File: config.mk
export PLATFORM = sky130hd
export DESIGN_NAME = s2lab_froot
export DESIGN_NICKNAME = d
export VERILOG_FILES = /design/src/design/s2lab_pkg.sv /design/src/design/s2lab_froot.sv
export SDC_FILE = /design/constraint.sdc
export NUM_CORES = 2
export LEC_CHECK = 0
export BUFFER_PORTS_ARGS = -buffer_cell sky130_fd_sc_hd__buf_2
export CAP_MARGIN = 20
export CORE_MARGIN = 2
export CORE_UTILIZATION = 59
export CTS_BUF_LIST = sky130_fd_sc_hd__clkbuf_8
export CTS_CLUSTER_SIZE = 24
export DETAILED_ROUTE_END_ITERATION = 7
export PLACE_DENSITY = 0.78
export SLEW_MARGIN = 20
export SYNTH_ARGS = -nofsm -noshare
export SYNTH_HDL_FRONTEND = slang
export SYNTH_SLANG_ARGS = --single-unit
File: constraint.sdc
create_clock -name clk -period 6.75 [get_ports clk]
set_clock_uncertainty 0.05 [all_clocks]
set_input_delay 1.35 -clock clk [delete_from_list [all_inputs] [get_ports clk]]
set_output_delay 1.35 -clock clk [all_outputs]
set_load 0.1 [all_outputs]
File: src/design/s2lab_pkg.sv
`timescale 1ns / 1ps
// ----------------------------------------------------------------------------
// s2lab_pkg: shared constants and a function for the sRGB to CIELAB converter
// Holds the matrix coefficients, the constants of the lightness function and
// the gamma decoding table generator used at elaboration.
// ----------------------------------------------------------------------------
package s2lab_pkg;

	// Default number of fraction bits of the linear-light values.
	localparam int LINEAR_BITS_DEF = 16;

	// The matrix coefficients are Q0.20 fractions.
	localparam int MAT_BITS = 20;
	localparam logic [MAT_BITS-1:0] MAT_HALF = MAT_BITS'(1 << (MAT_BITS - 1));

	// sRGB to XYZ matrix with the D65 white folded in, each row summing to 1.0.
	localparam logic [MAT_BITS-1:0] MAT [3][3] = '{
		'{20'd455029, 20'd394485, 20'd199062},
		'{20'd223004, 20'd749891, 20'd75681},
		'{20'd18619,  20'd114785, 20'd915172}
	};

	// Knee of f(t): t * 1000000 compared against 8856 in the same scale.
	localparam logic [19:0] KNEE_SCALE = 20'd1000000;
	localparam logic [13:0] KNEE_LIMIT = 14'd8856;

	// Linear branch: (903292 t + 16000 * 2^LB + 58000) / 116000.
	localparam logic [19:0] LIN_SLOPE   = 20'd903292;
	localparam logic [13:0] LIN_OFFSET  = 14'd16000;
	localparam logic [15:0] LIN_ROUND   = 16'd58000;
	localparam logic [16:0] LIN_DIVISOR = 17'd116000;

	// Gamma decoding of one 8-bit code into an unsigned fraction with lb bits.
	function automatic longint gamma_entry(int c, int lb);
		real x;
		real y;
		longint n;
		n = longint'(10 * c) <<< lb;
		x = (real'(c) / 255.0 + 0.055) / 1.055;
		y = (x ** 2.4) * (2.0 ** lb);
		if (c <= 10) begin
			return (n + 16473) / 32946;
		end
		return longint'($rtoi(y + 0.5));
	endfunction

endpackage

File: src/design/s2lab_froot.sv
`timescale 1ns / 1ps
// ----------------------------------------------------------------------------
// s2lab_froot: pipelined lightness function f(t)
// Computes the cube root of t bit by bit, one result bit per stage, and in
// parallel the linear branch by a reciprocal multiplication, then picks the
// branch by the knee comparison.
// ----------------------------------------------------------------------------
module s2lab_froot import s2lab_pkg::*; #(
	parameter int LINEAR_BITS = LINEAR_BITS_DEF
) (
	input  logic                   clk,
	input  logic [LINEAR_BITS:0]   t,
	output logic [LINEAR_BITS+1:0] f
);

	localparam int LB  = LINEAR_BITS;
	localparam int RB  = LB + 2;
	localparam int NW  = 3 * LB + 4;
	localparam int W3  = 3 * RB + 1;
	localparam int W2  = 2 * RB + 1;
	localparam int SMW = LB + 21;

	// Linear branch: the divisor is 2^DIV_SHIFT times an odd factor. The slope
	// splits into a whole part and a remainder, and the constant numerator term
	// into a quotient and a remainder, so only a small dividend is left.
	localparam int     DIV_SHIFT  = 5;
	localparam int     DIV_ODD    = int'(LIN_DIVISOR >> DIV_SHIFT);
	localparam int     SLOPE_INT  = int'(LIN_SLOPE / LIN_DIVISOR);
	localparam int     SLOPE_FRAC = int'(LIN_SLOPE % LIN_DIVISOR);
	localparam longint NUM0       = (longint'(LIN_OFFSET) << LB) + longint'(LIN_ROUND);
	localparam longint LIN_QUO    = NUM0 / longint'(LIN_DIVISOR);
	localparam longint LIN_REM    = NUM0 % longint'(LIN_DIVISOR);

	// Below the knee t < 2^(LB-6), so the reduced dividend stays below 2^XW,
	// and a reciprocal with RS = XW + 12 shift bits gives the exact quotient.
	localparam int     FW      = LB + 18;
	localparam int     XW      = LB + 5;
	localparam int     RS      = XW + 12;
	localparam int     MW      = LB + 6;
	localparam int     PRW     = XW + MW;
	localparam longint RECIP   = ((longint'(1) << RS) + longint'(DIV_ODD) - 1)
		/ longint'(DIV_ODD);
	localparam logic [MW-1:0] RECIP_M = MW'(RECIP);

	logic [NW-1:0] n_c;
	logic [FW-1:0] frac_c;
	logic [XW-1:0] dvd_c;
	logic [RB-1:0] base_c;
	logic          small_c;

	logic [NW-1:0]  n_s     [RB+1];
	logic [RB-1:0]  root_s  [RB+1];
	logic [W2-1:0]  sq_s    [RB+1];
	logic [W3-1:0]  cu_s    [RB+1];
	logic           small_s [RB+1];
	logic [XW-1:0]  dvd_s0;
	logic [RB-1:0]  base_s0;
	logic [PRW-1:0] prod_s1;
	logic [RB-1:0]  base_s1;
	logic [RB-1:0]  quo_s   [2:RB];
	logic [RB-1:0]  half_root;

	// Operand preparation: scaled radicand, reduced dividend, branch select.
	always_comb begin
		n_c     = NW'(t) << (2 * LB + 3);
		frac_c  = FW'(t) * FW'(SLOPE_FRAC) + FW'(LIN_REM);
		dvd_c   = XW'(frac_c >> DIV_SHIFT);
		base_c  = RB'(LIN_QUO) + RB'(t) * RB'(SLOPE_INT);
		small_c = (SMW'(t) * SMW'(KNEE_SCALE)) <= (SMW'(KNEE_LIMIT) << LB);
	end

	always_ff @(posedge clk) begin
		n_s[0]     <= n_c;
		dvd_s0     <= dvd_c;
		base_s0    <= base_c;
		root_s[0]  <= '0;
		sq_s[0]    <= '0;
		cu_s[0]    <= '0;
		small_s[0] <= small_c;
	end

	// One root bit per stage, most significant first.
	for (genvar gi = 0; gi < RB; gi++) begin : g_stage
		localparam int K = RB - 1 - gi;
		logic [W3-1:0] cand3;
		logic [W3-1:0] term1;
		logic [W3-1:0] term2;
		logic [W2-1:0] cand2;

		always_comb begin
			term1 = W3'(sq_s[gi]) << K;
			term2 = W3'(root_s[gi]) << (2 * K);
			cand3 = cu_s[gi] + (term1 << 1) + term1 + (term2 << 1) + term2
				+ (W3'(1) << (3 * K));
			cand2 = sq_s[gi] + (W2'(root_s[gi]) << (K + 1)) + (W2'(1) << (2 * K));
		end

		always_ff @(posedge clk) begin
			n_s[gi+1]     <= n_s[gi];
			small_s[gi+1] <= small_s[gi];
			if (cand3 <= W3'(n_s[gi])) begin
				root_s[gi+1] <= root_s[gi] | (RB'(1) << K);
				sq_s[gi+1]   <= cand2;
				cu_s[gi+1]   <= cand3;
			end else begin
				root_s[gi+1] <= root_s[gi];
				sq_s[gi+1]   <= sq_s[gi];
				cu_s[gi+1]   <= cu_s[gi];
			end
		end
	end

	// Reciprocal multiplication, then the quotient travels with the root.
	always_ff @(posedge clk) begin
		prod_s1  <= PRW'(dvd_s0) * PRW'(RECIP_M);
		base_s1  <= base_s0;
		quo_s[2] <= base_s1 + RB'(prod_s1 >> RS);
	end

	for (genvar gq = 2; gq < RB; gq++) begin : g_quo
		always_ff @(posedge clk) begin
			quo_s[gq+1] <= quo_s[gq];
		end
	end

	// The root of 8 t 2^(2LB) is twice the result; halve it with rounding.
	always_comb begin
		half_root = RB'(((RB + 1)'(root_s[RB]) + (RB + 1)'(1)) >> 1);
		f         = small_s[RB] ? quo_s[RB] : half_root;
	end

endmodule

==> Yosys cells after proc, flatten, opt, wreduce, memory -nomap -nowiden <==
Memories as Yosys holds them, arrays and structs flattened.
Index checks and enable logic that the tools add are counted.
{ "totals": {"reg_bits": 99, "ramBits": 3403, "input_bits": 18, "output_inout_bits": 18, "word_cells": 326, "memories": 6} }
{ "memory_table": {"columns": ["memory", "depth", "width", "rd", "rd_clocked_by_memory_dff", "wr", "line_no", "source"], "rows": [
  ["cu_s", 19, 55, 18, 0, 19, "s2lab_froot.sv:54", "logic [W3-1:0] cu_s [RB+1];"],
  ["n_s", 19, 52, 18, 0, 19, "s2lab_froot.sv:51", "logic [NW-1:0] n_s [RB+1];"],
  ["sq_s", 19, 37, 18, 0, 19, "s2lab_froot.sv:53", "logic [W2-1:0] sq_s [RB+1];"],
  ["root_s", 19, 18, 19, 0, 19, "s2lab_froot.sv:52", "logic [RB-1:0] root_s [RB+1];"],
  ["quo_s", 17, 18, 17, 0, 17, "s2lab_froot.sv:60", "logic [RB-1:0] quo_s [2:RB];"],
  ["small_s", 19, 1, 19, 0, 19, "s2lab_froot.sv:55", "logic small_s [RB+1];"]
]} }
{ "op_classes": {"addsub": 130, "mul": 4, "magnitude_cmp": 19, "muxes": 109, "n_bitwise": 54} }
{ "ops": {"columns": ["cell", "n"], "rows": [
  ["less-or-equal comparator 55 x 52 -> 1 bit", 18],
  ["2-to-1 mux 55 bit", 18],
  ["2-to-1 mux 37 bit", 18],
  ["2-to-1 mux 18 bit", 19],
  ["adder 55 x 38 -> 55 bit", 3],
  ["adder 55 x 39 -> 55 bit", 3],
  ["adder 55 x 40 -> 55 bit", 3],
  ["adder 55 x 41 -> 55 bit", 3],
  ["adder 55 x 42 -> 55 bit", 3],
  ["adder 55 x 43 -> 55 bit", 3],
  ["adder 55 x 44 -> 55 bit", 3],
  ["adder 55 x 45 -> 55 bit", 3],
  ["adder 55 x 46 -> 55 bit", 3],
  ["adder 55 x 47 -> 55 bit", 3],
  ["adder 55 x 48 -> 55 bit", 3],
  ["adder 55 x 49 -> 55 bit", 3],
  ["adder 55 x 50 -> 55 bit", 3],
  ["adder 55 x 51 -> 55 bit", 3],
  ["adder 55 x 52 -> 55 bit", 3],
  ["adder 55 x 53 -> 55 bit", 3],
  ["adder 55 x 37 -> 55 bit", 2],
  ["adder 55 x 54 -> 55 bit", 2],
  ["adder 55 x 1 -> 55 bit (second input constant)", 1],
  ["adder 55 x 10 -> 55 bit (second input constant)", 1],
  ["other kinds (83)", 189]
]} }

==> Depth between registers and ports, before layout <==
An unclocked memory read counts as a cell.
{ "logic_depth": {"word_depth": 10, "ltp_mapped": 35, "ltp_nobuf": 32} }

==> Worst setup path after synthesis <==
OpenSTA, ideal clock, no wires.
{ "synth_timing": {"kind": "input -> register", "startpoint": "in t[0]", "endpoint": "mem small_s[0]", "setup_time_ns": 0.096, "arrival_time_ns": 6.831, "required_ns": 6.604, "slack_ns": -0.227, "path_stages": 23, "path_buffers": 0, "cell_sequence": "fa_1 -> fa_1 -> fa_1 -> inv_1 -> fa_1 -> inv_1 -> ha_1 -> inv_1 -> fa_1 -> inv_1 -> ha_1 -> a21o_1 -> a21o_1 -> a21o_1 -> a211o_1 -> a31oi_1 -> o31ai_1 -> a31o_2 -> a21o_1 -> a21oi_1 -> o21ai_0 -> mux2i_1 -> nor4b_1"} }
{ "synth_rtl": {"columns": ["element", "line_no", "source"], "rows": [
  ["start: declaration", "s2lab_froot.sv:12", "input logic [LINEAR_BITS:0] t,"],
  ["end: declaration", "s2lab_froot.sv:55", null]
]} }

==> impl_metrics.csv <==
group,metric,value,unit
run_status,status,"finished with violations",
run_status,violations,"negative setup slack",
sta,fin_ws,-0.627,ns
drt,vias,76022,
synth,synthAdderAreaFrac,34.0,%
drt,ant_nets,0,
floorplan,io_pins,36,
final_layout,post-route-util,70.6,%
critical_path,crit_fanout,6,
grt,grt_pass1_wl,398,mm
synth,netlist_area,103000,um^2
sta,worst_pin_slew,1.10,ns
synth,synth_edf_count,0,
sta,fin_crit_sh,109,%
synth,ys_seq_elements,1611,
drt,drc,0,
hold_path,hp-class,"reg2reg",
critical_path,r2r_end,"sq_s[15][34]$_DFF_P_",
critical_path,critPathCaptureType,"flip-flop",
synth,synth_compound_area_share,10.4,%
place,placed_area,112000,um^2
floorplan,dieArea,178000,um^2
critical_path,cp.required,7.62,ns
synth,synth_xor_xnor_area_share,6.64,%
synth,ys_seq_area_share,31.3,%
synth,yosys-top-cells-count,"1631 x ha_1, 1611 x dfxtp_1, 1541 x inv_1",
critical_path,r2r_slack,-0.63,ns
critical_path,r2r-start,"root_s[7][15]$_DFF_P_",
synth,async_flop_share,0,%
synth,syn_avg_cell_area,10.0,um^2
synth,yosysTopAreaCell,"dfxtp_1",
sta,finalMaxSlewViolations,0,
sta,slew_headroom,27.0,%
final_layout,fillers,12099,
critical_path,worst-setup-path-type,"reg2reg",
sta,min_period,7.38,ns
sta,rsz0062_at_grt,"true",
cts,htreeDepth,5,
synth,synth.most_common_cell,"ha_1",
floorplan,initial_core_util,59.3,%
sta,setup_violations,432,
drt,wl_per_cell,18.0,um
grt,grt_max_degree,42,
sta,fin_hold_ws,0.258,ns
hold_path,hp-start,"quo_s[12][14]$_DFF_P_",
grt,antenna_found_initial,7,
floorplan,die_h,422,um
synth,synth_top_cell_area_share,31.3,%
critical_path,r2r_cells,37,
synth,synthCells,10271,
drt,firstDrtPassIters,6,
synth,synthMuxAreaShare,2.05,%
hold_path,hold_end,"quo_s[13][14]$_DFF_P_",
critical_path,crit_arrival,8.25,ns
hold_path,worstHoldPathCells,0,
place,io_buffers,35,
floorplan,die_x,422,um
job,drv_cap,0,
final_layout,final_area,123000,um^2
cts,clk_pin_slew,0.06,ns
critical_path,crit_slowest_cell,"fa_1",
cts,cts_made_buffers,283,
synth,yosys.area_share.simple,9.44,%
cts,clock_path_buffers,4,
synth,synth_area_leaders,"dfxtp_1 31%, ha_1 20%, fa_1 14%",
final_layout,layout.nets,13768,
cts,cts.sinks,1611,
cts,cts_tree,"built",
place,gp_congestion,0.956,
critical_path,cp-start-kind,"flip-flop",
drt,finalWirelength,250,mm
floorplan,rows,153,
synth,yosys_warnings,0,
floorplan,design.core.area,174000,um^2
sta,hold_viol_final,0,
grt,grt_pass1_vias,81272,
cts,clk_latency,1.09,ns
synth,synth_top_family_by_area,"adder cells",
synth,synthFlopType,"dfxtp_1",
cts,cts_root_buf,"clkbuf_8",
final_layout,drive_gt1_share,18.8,%
place,dp_hpwl,188,mm
grt,grt.overflow.total,0,
sta,fmax,136,MHz
drt,vias_per_cell,5.47,
drt,drt_iter0_drc,4115,
final_layout,synthToLayoutAreaGrowth,19.1,%
sta,finalSetupTns,-119.52,ns
grt,track_usage,27.2,%
synth,ys_types,106,
critical_path,cpPeakStageDelay,0.53,ns
-- per-stage QoR --
step,worst slack (ns),instances
2_1_floorplan,-0.000237,10273
3_3_place_gp,-0.815,13272
3_5_place_dp,-0.955,13272
4_1_cts,-0.417,13840
5_1_grt,-0.776,13897
6_report,-0.627,13898
-- worst max-delay path: cells and delay by family, from the launching register on --
kind | cells | cell delay, ns
flops | 1 | 0.33
compound gates | 11 | 2.25
buf+inv | 10 | 0.95
xor+xnor | 2 | 0.31
fa+ha+maj | 5 | 2.09
simple gates | 9 | 1.27
-- flip-flops by register name, indices dropped and copies added (netlist names) --
register  cells
base_s0      18
base_s1      18
cu_s        455
dvd_s0       21
n_s         306
prod_s1      10
quo_s       306
root_s      155
small_s      19
sq_s        303
-- kinds of logic (layout without fill, tap and decap cells) --
group	count (synthesis)	count (layout)
flops	1611	1611
mux	189	189
xor+xnor	781	781
other cells	1	8
buf+inv	1667	2962
simple gates	1978	1978
compound gates	1684	1684
fa+ha+maj	2360	2360
-- area by class of cell --
cell class | count | area, um^2 | area share, %
Tap cell | 2325 | 2910 | 2.37
Clock buffer | 346 | 4760 | 3.88
Multi-Input combinational cell | 6995 | 67400 | 54.9
Inverter | 1543 | 5830 | 4.75
Timing Repair Buffer | 956 | 8530 | 6.95
Sequential cell | 1611 | 32300 | 26.3
Antenna cell | 5 | 12.5 | 0.0102
Clock inverter | 117 | 952 | 0.776
-- layout by cell type, fill, tap and decap left out, drive strengths merged, types with 24 or more instances in the layout --
master	count
nor3	130
nand4	104
or2	32
nor2	403
buf	949
inv	1599
nor4	24
a21oi	463
xor2	304
xnor2	477
o21bai	101
nand2	614
o21ai	444
nand2b	65
clkbuf	350
or3	26
fa	729
and3	101
a21o	238
a31oi	63
clkinv	32
o211ai	25
mux2	176
o21a	62
dfxtp	1611
o31ai	30
a211oi	53
nor2b	100
and2	80
nand3	200
ha	1631
-- how the worst max path moves through the flow --
| stage | start | depth (start not counted) | endpoint |
|---|---|---|---|
| 3_3_place_gp | root_s[6][32]$_DFF_P_ | 32 | sq_s[14][13]$_DFF_P_ |
| 6_report | root_s[7][15]$_DFF_P_ | 37 | sq_s[15][34]$_DFF_P_ |
| 2_1_floorplan | t[0] | 23 | small_s[0]$_DFF_P_ |
| 5_1_grt | root_s[7][10]$_DFF_P_ | 37 | sq_s[15][34]$_DFF_P_ |
| 3_5_place_dp | root_s[6][32]$_DFF_P_ | 33 | sq_s[14][27]$_DFF_P_ |
| 4_1_cts | root_s[5][15]$_DFF_P_ | 29 | cu_s[11][25]$_DFF_P_ |
-- repair_timing --
item	CTS	global route
hold buffers	0	0
pin swaps	264	232
buffers inserted	72	69
gates cloned	34	5
endpoints found under the setup margin	552	637
resized for setup	598	396
-- per-layer routing --
layer	wire [um]	track usage, %	vias up
met5	7	0	-
met4	12300	12.6	2
met3	11000	4.43	782
met2	126000	49.0	1903
met1	100000	31.4	36688
li1	-	-	36647
Power is left out: the tool's default activity adds up to more than one toggle a clock period on the data nets, which glitch-free logic cannot reach.
